`src/hdl/jtks_pkg.sv`:
```
// ----------------------------------------------------------------------------
// jtks_pkg
// Types and character constants for the JSON top-level type key scanner.
// ----------------------------------------------------------------------------
`timescale 1ns / 1ps
`default_nettype none

package jtks_pkg;

    // scan phase, one-hot
    typedef enum logic [3:0] {
        PH_LEAD   = 4'b0001,
        PH_SCAN   = 4'b0010,
        PH_DONE   = 4'b0100,
        PH_NONOBJ = 4'b1000
    } t_phase;

    // verdict codes
    localparam logic [1:0] VERDICT_INVALID = 2'd0;
    localparam logic [1:0] VERDICT_NONOBJ  = 2'd1;
    localparam logic [1:0] VERDICT_NOTYPE  = 2'd2;
    localparam logic [1:0] VERDICT_TYPE    = 2'd3;

    // characters
    localparam logic [7:0] CH_NUL    = 8'h00;
    localparam logic [7:0] CH_TAB    = 8'h09;
    localparam logic [7:0] CH_LF     = 8'h0A;
    localparam logic [7:0] CH_CR     = 8'h0D;
    localparam logic [7:0] CH_SPACE  = 8'h20;
    localparam logic [7:0] CH_QUOTE  = 8'h22;
    localparam logic [7:0] CH_COMMA  = 8'h2C;
    localparam logic [7:0] CH_COLON  = 8'h3A;
    localparam logic [7:0] CH_LBRACK = 8'h5B;
    localparam logic [7:0] CH_BSLASH = 8'h5C;
    localparam logic [7:0] CH_RBRACK = 8'h5D;
    localparam logic [7:0] CH_LBRACE = 8'h7B;
    localparam logic [7:0] CH_RBRACE = 8'h7D;

    // length of the key literal "type"
    localparam logic [2:0] KEY_LEN = 3'd4;

    // one byte handed from the input register to the scanner
    typedef struct packed {
        logic       fire;
        logic [7:0] text_byte;
    } t_step;

    // characters of the key literal
    function automatic logic [7:0] key_char(input logic [1:0] idx);
        logic [7:0] c;
        case (idx)
            2'd0:    c = 8'h74; // t
            2'd1:    c = 8'h79; // y
            2'd2:    c = 8'h70; // p
            default: c = 8'h65; // e
        endcase
        return c;
    endfunction

endpackage

`default_nettype wire

```
`src/hdl/jtks_if.sv`:
```
// ----------------------------------------------------------------------------
// jtks_byte_if / jtks_verdict_if
// Valid/ready channels for text bytes in and verdicts out.
// ----------------------------------------------------------------------------
`timescale 1ns / 1ps
`default_nettype none

interface jtks_byte_if;
    logic       valid;
    logic       ready;
    logic [7:0] text_byte;

    modport source (output valid, output text_byte, input ready);
    modport sink   (input valid, input text_byte, output ready);
endinterface

interface jtks_verdict_if;
    logic       valid;
    logic       ready;
    logic [1:0] verdict;

    modport source (output valid, output verdict, input ready);
    modport sink   (input valid, input verdict, output ready);
endinterface

`default_nettype wire

```
`src/hdl/json_top_level_type_key_scanner.sv`:
```
// ----------------------------------------------------------------------------
// json_top_level_type_key_scanner
// Scans JSON text byte by byte; on the zero terminator reports whether the
// text is an object and whether it has a top-level "type" key.
// ----------------------------------------------------------------------------
//  channel     dir  payload            transaction
//  i_text      in   text_byte [7:0]    one character, 0 ends the text
//  o_verdict   out  verdict   [1:0]    one per terminator
//
//  One byte per cycle sustained: input register, one level of scanner logic,
//  verdict register. The verdict of a terminator is loaded into the verdict
//  register as the terminator leaves the input register. i_text only
//  stalls when a terminator sits in the input register and the previous
//  verdict has not been taken. Synchronous reset clears the scanner to the
//  leading-blank phase and empties both registers.
// ----------------------------------------------------------------------------
`timescale 1ns / 1ps
`default_nettype none

module json_top_level_type_key_scanner import jtks_pkg::*; #(
    parameter int MAX_DEPTH = 255
) (
    input  wire logic       i_clk,
    input  wire logic       i_rst_n,
    jtks_byte_if.sink       i_text,
    jtks_verdict_if.source  o_verdict
);

    logic       r_in_valid;
    logic [7:0] r_in_byte;
    logic       r_out_valid;
    logic [1:0] r_verdict;

    logic       consume;
    logic       term;
    t_step      step;
    logic [1:0] core_verdict;

    assign term    = (r_in_byte == CH_NUL);
    // non-terminators never wait on the output side
    assign consume = r_in_valid && (!term || !r_out_valid || o_verdict.ready);

    assign i_text.ready      = !r_in_valid || consume;
    assign o_verdict.valid   = r_out_valid;
    assign o_verdict.verdict = r_verdict;

    assign step.fire      = consume;
    assign step.text_byte = r_in_byte;

    jtks_scan_core #(
        .MAX_DEPTH (MAX_DEPTH)
    ) u_core (
        .i_clk     (i_clk),
        .i_rst_n   (i_rst_n),
        .i_step    (step),
        .o_verdict (core_verdict)
    );

    always_ff @(posedge i_clk) begin
        if (!i_rst_n) begin
            r_in_valid <= 1'b0;
        end else if (i_text.ready) begin
            r_in_valid <= i_text.valid;
        end
    end

    always_ff @(posedge i_clk) begin
        if (i_text.valid && i_text.ready) begin
            r_in_byte <= i_text.text_byte;
        end
    end

    always_ff @(posedge i_clk) begin
        if (!i_rst_n) begin
            r_out_valid <= 1'b0;
        end else if (consume && term) begin
            r_out_valid <= 1'b1;
        end else if (o_verdict.ready) begin
            r_out_valid <= 1'b0;
        end
    end

    always_ff @(posedge i_clk) begin
        if (consume && term) begin
            r_verdict <= core_verdict;
        end
    end

endmodule

`default_nettype wire

```
`src/hdl/jtks_scan_core.sv`:
```
// ----------------------------------------------------------------------------
// jtks_scan_core
// Per-byte scanner state: phase, depth, string/escape flags, key compare.
// ----------------------------------------------------------------------------
`timescale 1ns / 1ps
`default_nettype none

module jtks_scan_core import jtks_pkg::*; #(
    parameter int MAX_DEPTH = 255
) (
    input  wire logic       i_clk,
    input  wire logic       i_rst_n,
    input  wire t_step      i_step,
    output logic [1:0]      o_verdict
);

    localparam int DW = $clog2(MAX_DEPTH + 1);

    t_phase         r_phase, n_phase;
    logic [DW-1:0]  r_depth, n_depth;
    logic           r_in_str, n_in_str;
    logic           r_skip, n_skip;
    logic           r_key_exp, n_key_exp;
    logic           r_key_cap, n_key_cap;
    logic [2:0]     r_key_pos, n_key_pos;
    logic           r_key_match, n_key_match;
    logic           r_saw_type, n_saw_type;
    logic           r_ovf, n_ovf;

    logic [7:0]     b;
    logic [DW-1:0]  dec_depth;

    assign b         = i_step.text_byte;
    assign dec_depth = (r_depth != '0) ? r_depth - DW'(1) : r_depth;

    // verdict for a terminator arriving now
    always_comb begin
        o_verdict = VERDICT_INVALID;
        if (r_phase == PH_NONOBJ) begin
            o_verdict = VERDICT_NONOBJ;
        end else if (r_phase == PH_DONE && !r_ovf) begin
            o_verdict = r_saw_type ? VERDICT_TYPE : VERDICT_NOTYPE;
        end
    end

    always_comb begin
        n_phase     = r_phase;
        n_depth     = r_depth;
        n_in_str    = r_in_str;
        n_skip      = r_skip;
        n_key_exp   = r_key_exp;
        n_key_cap   = r_key_cap;
        n_key_pos   = r_key_pos;
        n_key_match = r_key_match;
        n_saw_type  = r_saw_type;
        n_ovf       = r_ovf;

        if (i_step.fire) begin
            if (b == CH_NUL) begin
                // terminator: back to the reset state
                n_phase     = PH_LEAD;
                n_depth     = '0;
                n_in_str    = 1'b0;
                n_skip      = 1'b0;
                n_key_exp   = 1'b1;
                n_key_cap   = 1'b0;
                n_key_pos   = '0;
                n_key_match = 1'b0;
                n_saw_type  = 1'b0;
                n_ovf       = 1'b0;
            end else begin
                case (r_phase)
                    PH_LEAD: begin
                        if (!(b inside {CH_SPACE, CH_TAB, CH_LF, CH_CR})) begin
                            if (b == CH_LBRACE) begin
                                n_phase   = PH_SCAN;
                                n_depth   = DW'(1);
                                n_key_exp = 1'b1;
                            end else begin
                                n_phase = PH_NONOBJ;
                            end
                        end
                    end
                    PH_SCAN: begin
                        if (r_in_str) begin
                            if (r_skip) begin
                                n_skip = 1'b0;
                            end else begin
                                if (r_key_cap) begin
                                    if (b == CH_QUOTE) begin
                                        if (r_key_match && r_key_pos == KEY_LEN)
                                            n_saw_type = 1'b1;
                                        n_key_cap = 1'b0;
                                    end else if (b == CH_BSLASH) begin
                                        n_key_match = 1'b0;
                                        n_key_cap   = 1'b0;
                                    end else if (r_key_pos < KEY_LEN &&
                                                 b == key_char(r_key_pos[1:0])) begin
                                        n_key_pos = r_key_pos + 3'd1;
                                    end else begin
                                        n_key_match = 1'b0;
                                    end
                                end
                                if (b == CH_BSLASH)
                                    n_skip = 1'b1;
                                else if (b == CH_QUOTE)
                                    n_in_str = 1'b0;
                            end
                        end else begin
                            if (b == CH_QUOTE) begin
                                if (r_depth == DW'(1) && r_key_exp) begin
                                    n_key_cap   = 1'b1;
                                    n_key_pos   = '0;
                                    n_key_match = 1'b1;
                                end
                                n_in_str = 1'b1;
                            end else if (b == CH_LBRACE || b == CH_LBRACK) begin
                                if (r_depth >= DW'(MAX_DEPTH))
                                    n_ovf = 1'b1;
                                else
                                    n_depth = r_depth + DW'(1);
                                n_key_exp = (b == CH_LBRACE);
                            end else if (b == CH_RBRACE || b == CH_RBRACK) begin
                                n_depth = dec_depth;
                                if (dec_depth == '0)
                                    n_phase = PH_DONE;
                            end else if (b == CH_COLON) begin
                                n_key_exp = 1'b0;
                            end else if (b == CH_COMMA) begin
                                n_key_exp = (r_depth == DW'(1));
                            end
                        end
                    end
                    default: ; // closed object or non-object: ignore until terminator
                endcase
            end
        end
    end

    always_ff @(posedge i_clk) begin
        if (!i_rst_n) begin
            r_phase     <= PH_LEAD;
            r_depth     <= '0;
            r_in_str    <= 1'b0;
            r_skip      <= 1'b0;
            r_key_exp   <= 1'b1;
            r_key_cap   <= 1'b0;
            r_key_pos   <= '0;
            r_key_match <= 1'b0;
            r_saw_type  <= 1'b0;
            r_ovf       <= 1'b0;
        end else begin
            r_phase     <= n_phase;
            r_depth     <= n_depth;
            r_in_str    <= n_in_str;
            r_skip      <= n_skip;
            r_key_exp   <= n_key_exp;
            r_key_cap   <= n_key_cap;
            r_key_pos   <= n_key_pos;
            r_key_match <= n_key_match;
            r_saw_type  <= n_saw_type;
            r_ovf       <= n_ovf;
        end
    end

endmodule

`default_nettype wire

```
`src/flat_wrapper.sv`:
```
// flat-port wrapper written by rule: the top's interface ports become plain ports
module json_top_level_type_key_scanner_flat import jtks_pkg::*;
#(
    parameter int MAX_DEPTH = 255
)
  (i_clk, i_rst_n, i_text_valid, i_text_text_byte, i_text_ready, o_verdict_valid, o_verdict_verdict, o_verdict_ready);
  jtks_byte_if i_text_i ();
  jtks_verdict_if o_verdict_i ();
  input  wire logic i_clk;
  input  wire logic i_rst_n;
  input wire logic [$bits(i_text_i.valid)-1:0] i_text_valid;
  input wire logic [$bits(i_text_i.text_byte)-1:0] i_text_text_byte;
  output wire logic [$bits(i_text_i.ready)-1:0] i_text_ready;
  output wire logic [$bits(o_verdict_i.valid)-1:0] o_verdict_valid;
  output wire logic [$bits(o_verdict_i.verdict)-1:0] o_verdict_verdict;
  input wire logic [$bits(o_verdict_i.ready)-1:0] o_verdict_ready;
  assign i_text_i.valid = i_text_valid;
  assign i_text_i.text_byte = i_text_text_byte;
  assign i_text_ready = i_text_i.ready;
  assign o_verdict_valid = o_verdict_i.valid;
  assign o_verdict_verdict = o_verdict_i.verdict;
  assign o_verdict_i.ready = o_verdict_ready;
  json_top_level_type_key_scanner #(.MAX_DEPTH(MAX_DEPTH)) u_core (.i_clk(i_clk), .i_rst_n(i_rst_n), .i_text(i_text_i), .o_verdict(o_verdict_i));
endmodule
```
`config.mk`:
```
export PLATFORM = sky130hd
export DESIGN_NAME = json_top_level_type_key_scanner_flat
export DESIGN_NICKNAME = d
export VERILOG_FILES = /design/src/hdl/jtks_pkg.sv /design/src/hdl/jtks_if.sv /design/src/hdl/json_top_level_type_key_scanner.sv /design/src/hdl/jtks_scan_core.sv /design/src/flat_wrapper.sv
export SDC_FILE = /design/constraint.sdc
export NUM_CORES = 1
export LEC_CHECK = 0
export BUFFER_PORTS_ARGS = -buffer_cell sky130_fd_sc_hd__buf_2
export CORE_UTILIZATION = 41
export CTS_CLUSTER_DIAMETER = 120
export CTS_CLUSTER_SIZE = 24
export DETAILED_ROUTE_END_ITERATION = 8
export GPL_TIMING_DRIVEN = 0
export PLACE_DENSITY = 0.59
export SLEW_MARGIN = 20
export SYNTH_ARGS = -nofsm -noshare
export SYNTH_HDL_FRONTEND = slang
export SYNTH_SLANG_ARGS = --single-unit
```
`constraint.sdc`:
```
create_clock -name i_clk -period 5.1 [get_ports i_clk]
set_clock_uncertainty 0.05 [all_clocks]
set_input_delay 0.255 -clock i_clk [delete_from_list [all_inputs] [get_ports i_clk]]
set_output_delay 0.255 -clock i_clk [all_outputs]
set_load 0.005 [all_outputs]
```
==> results.sh <==
export IMPL_status="complete, no violations"
export IMPL_die_y_um=80.6
export IMPL_synth_top_area_share=0.190
export IMPL_antenna_left=0
export IMPL_synth_ff_type="dfxtp_1"
export IMPL_cts_setup_buffers=0
export IMPL_cts_root_buf="clkbuf_8"
export IMPL_netlist_cell_type_count=71
export IMPL_synth_edf_count=10
export IMPL_setup_viol=0
export IMPL_drt_initial_drc_count=215
export IMPL_dieArea_um2=6490
export IMPL_groute_usage_overall=0.226
export IMPL_clock_path_buffers=2
export IMPL_grt_max_degree=11
export IMPL_synth_seq_cells=34
export IMPL_path_buf_inv=1
export IMPL_ios=16
export IMPL_worst_r2r_startpoint="u_core.r_in_byte[2]"
export IMPL_hp_class="in2reg"
export IMPL_synthToLayoutAreaGrowth_pct=10.2
export IMPL_worstMarginPinSlew_ns=0.972
export IMPL_path_delay_family="simple AND/OR/NAND/NOR gates"
export IMPL_p_total_mw=0.660
export IMPL_path_common_cell="nand2_1"
export IMPL_vias_per_cell=6.03
export IMPL_die_w_um=80.6
export IMPL_p_per_area_nw_per_um2=237
export IMPL_yosys_warnings=0
export IMPL_cts_clk_slew_worst_paths_ns=0.07
export IMPL_place_hpwl_mm=4.70
export IMPL_ys_seq_area_frac=0.309
export IMPL_crit_chain="nor4_4 > nand2_1 > nand2_1 > o2111ai_1 > clkbuf_1 > a2111o_1 > a21oi_1"
export IMPL_fin_util=0.471
export IMPL_grt_pass1_wl_mm=11.2
export IMPL_fill_cells=583
export IMPL_htreeDepth=2
export IMPL_numClockSinks=34
export IMPL_drt_first_pass_iters=5
export IMPL_async_reset_ff_frac=0
export IMPL_clock_fmax_ghz=0.363
export IMPL_crit_path_max_fanout=10
export IMPL_crit_required_ns=5.26
export IMPL_core_area_um2=5920
export IMPL_hold_viol=0
export IMPL_rsz0062_at_grt="false"
export IMPL_synth_cells=299
export IMPL_port_buffers=15
export IMPL_cpMaxStageDelayCell="edfxtp_1"
export IMPL_diodes=0
export IMPL_num_rows=28
export IMPL_critPathLaunchType="flop"
export IMPL_layout_drive_gt1_share=0.168
export IMPL_num_vias=2393
export IMPL_slowest_delay_ns=0.54
export IMPL_overflow=0
export IMPL_multi_input_area_um2=1590
export IMPL_antenna_found_initial=0
export IMPL_start_util=0.427
export IMPL_cap_violations=0
export IMPL_mostFrequentLayoutCell="dfxtp_1"
export IMPL_numCtsBuffers=5
export IMPL_avgSynthCellArea_um2=8.46
export IMPL_drt_wl_total_mm=6.55
export IMPL_hold_path_startpoint="i_text_text_byte[6]"
export IMPL_yosysTopAreaCell="dfxtp_1"
export IMPL_syn_cell_area_um2=2530
export IMPL_stdcell_area_um2=2790
export IMPL_fin_crit_ns=2.75
export IMPL_register_area_um2=781
export IMPL_slew_headroom=0.349
export IMPL_fin_setup_tns_ns=0
export IMPL_clk_latency_ns=0.29
export IMPL_synth_area_leaders="dfxtp_1, edfxtp_1, a21oi_1"
export IMPL_vdd_drop_max_mv=0.130
export IMPL_rr_endpoint="u_core.u_core.r_depth[7]"
export IMPL_cts_tree="yes"
export IMPL_final_cell_mix="dfxtp_1, nand2_1, nor2_1"
export IMPL_dpl_cell_area_um2=2700
export IMPL_p_leak_nw=0.958
export IMPL_worstPathArrival_ns=2.91
export IMPL_routabilityCongestion=0.886
export IMPL_whs_endpoint="u_core.r_in_byte[6]"
export IMPL_nets=340
export IMPL_holdPathStages=1
export IMPL_critPathKind="reg2reg"
export IMPL_hold_buffers=0
export IMPL_routedWlPerCell_um=16.5
export IMPL_r2r_slack_ns=2.35
export IMPL_drt_drc_violations_left=0
export IMPL_post_route_period_util=0.540
export IMPL_drv_slew=0
export IMPL_syn_nets=318
export IMPL_grt_pass1_vias=2197
export IMPL_worst_setup_path_end_kind="flop"
export IMPL_ctsResizeCount=0
export IMPL_r2r_cells=7
export IMPL_timing_hold_ws_ns=0.0950
[cells by family after synthesis]
family | count (synthesis) | synth area share
and+or+nand+nor | 132 | 0.314
muxes | 4 | 0.0168
adders and majority gates | 7 | 0.0346
DFF | 34 | 0.309
buffers and inverters | 35 | 0.0648
xor gates and xnor gates | 6 | 0.0208
AOI/OAI and AO/OA | 81 | 0.240
[layer usage]
| metal | GRT usage | vias to the layer above | routed length (µm) |
|---|---|---|---|
| li1 | - | 1176 | - |
| met1 | 0.330 | 1139 | 3250 |
| met2 | 0.336 | 71 | 2890 |
| met3 | 0.0386 | 7 | 309 |
| met4 | 0.0661 | 0 | 91 |
| met5 | 0 | - | 0 |
[layout make-up]
class,instances,share of cell area
clock buffer,8,0.0323
tap,75,0.0336
inverter,12,0.0162
multi-input combinational,230,0.568
buffer,23,0.0426
timing repair buffer,15,0.0269
sequential,34,0.280
[metrics by stage]
stage	setup WS, ns	cells
after floorplan	2.84	299
after global placement	2.38	389
after detailed placement	2.41	389
after CTS	2.39	397
after global routing	2.12	397
final	2.35	397
[power breakdown]
part | total [mW] | switching (mW) | internal, mW
combinational | 0.150 | 0.0900 | 0.0602
sequential | 0.303 | 0.0131 | 0.290
clock | 0.207 | 0.0968 | 0.110
total | 0.660 | 0.200 | 0.460
[cell usage after synthesis, types with 2 or more instances]
cell type,instances
a221oi_1,2
a211oi_1,3
o21ai_0,11
o31ai_1,4
a22oi_1,2
o2111ai_1,3
mux2_2,2
o21a_1,2
nand2b_1,5
nand3_1,17
buf_2,5
o41ai_1,3
dfxtp_1,24
or4_1,4
nand4_1,3
nand2_1,23
nor2b_1,6
xor2_1,4
clkbuf_1,14
xnor2_1,2
nor3_1,14
a31oi_1,9
o221a_2,5
and3_1,5
ha_1,7
nor4_4,2
nor2_1,22
nor4_1,4
inv_1,11
or3_1,4
nand4b_1,5
buf_6,3
edfxtp_1,10
nor4b_1,3
and4b_1,2
mux2i_1,2
a21oi_1,18
[sequential cells by signal (all words and copies together) (netlist names)]
signal and flops:
u_core.u_core.r_key_pos 3, u_core.u_core.r_key_exp 1, u_core.u_core.r_key_cap 1, u_core.u_core.r_phase 4, u_core.r_in_byte 8, u_core.u_core.r_skip 1, u_core.o_verdict.valid 1, u_core.o_verdict.verdict 2
u_core.u_core.r_ovf 1, u_core.u_core.r_key_match 1, u_core.u_core.r_in_str 1, u_core.u_core.r_saw_type 1, u_core.r_in_valid 1, u_core.u_core.r_depth 8
[worst max-delay path by stage]
stage | start | end | slack, ns | cells past startpoint
2_1_floorplan | u_core.r_in_byte[2] | u_core.u_core.r_key_pos[0] | 2.84 | 6
3_3_place_gp | u_core.r_in_byte[2] | u_core.u_core.r_depth[7] | 2.38 | 7
3_5_place_dp | u_core.r_in_byte[1] | u_core.u_core.r_depth[7] | 2.41 | 8
4_1_cts | u_core.r_in_byte[1] | u_core.u_core.r_depth[7] | 2.39 | 8
5_1_grt | u_core.r_in_byte[1] | u_core.u_core.r_depth[7] | 2.12 | 8
6_report | u_core.r_in_byte[2] | u_core.u_core.r_depth[7] | 2.35 | 7
(Power assumes the default switching activity.)
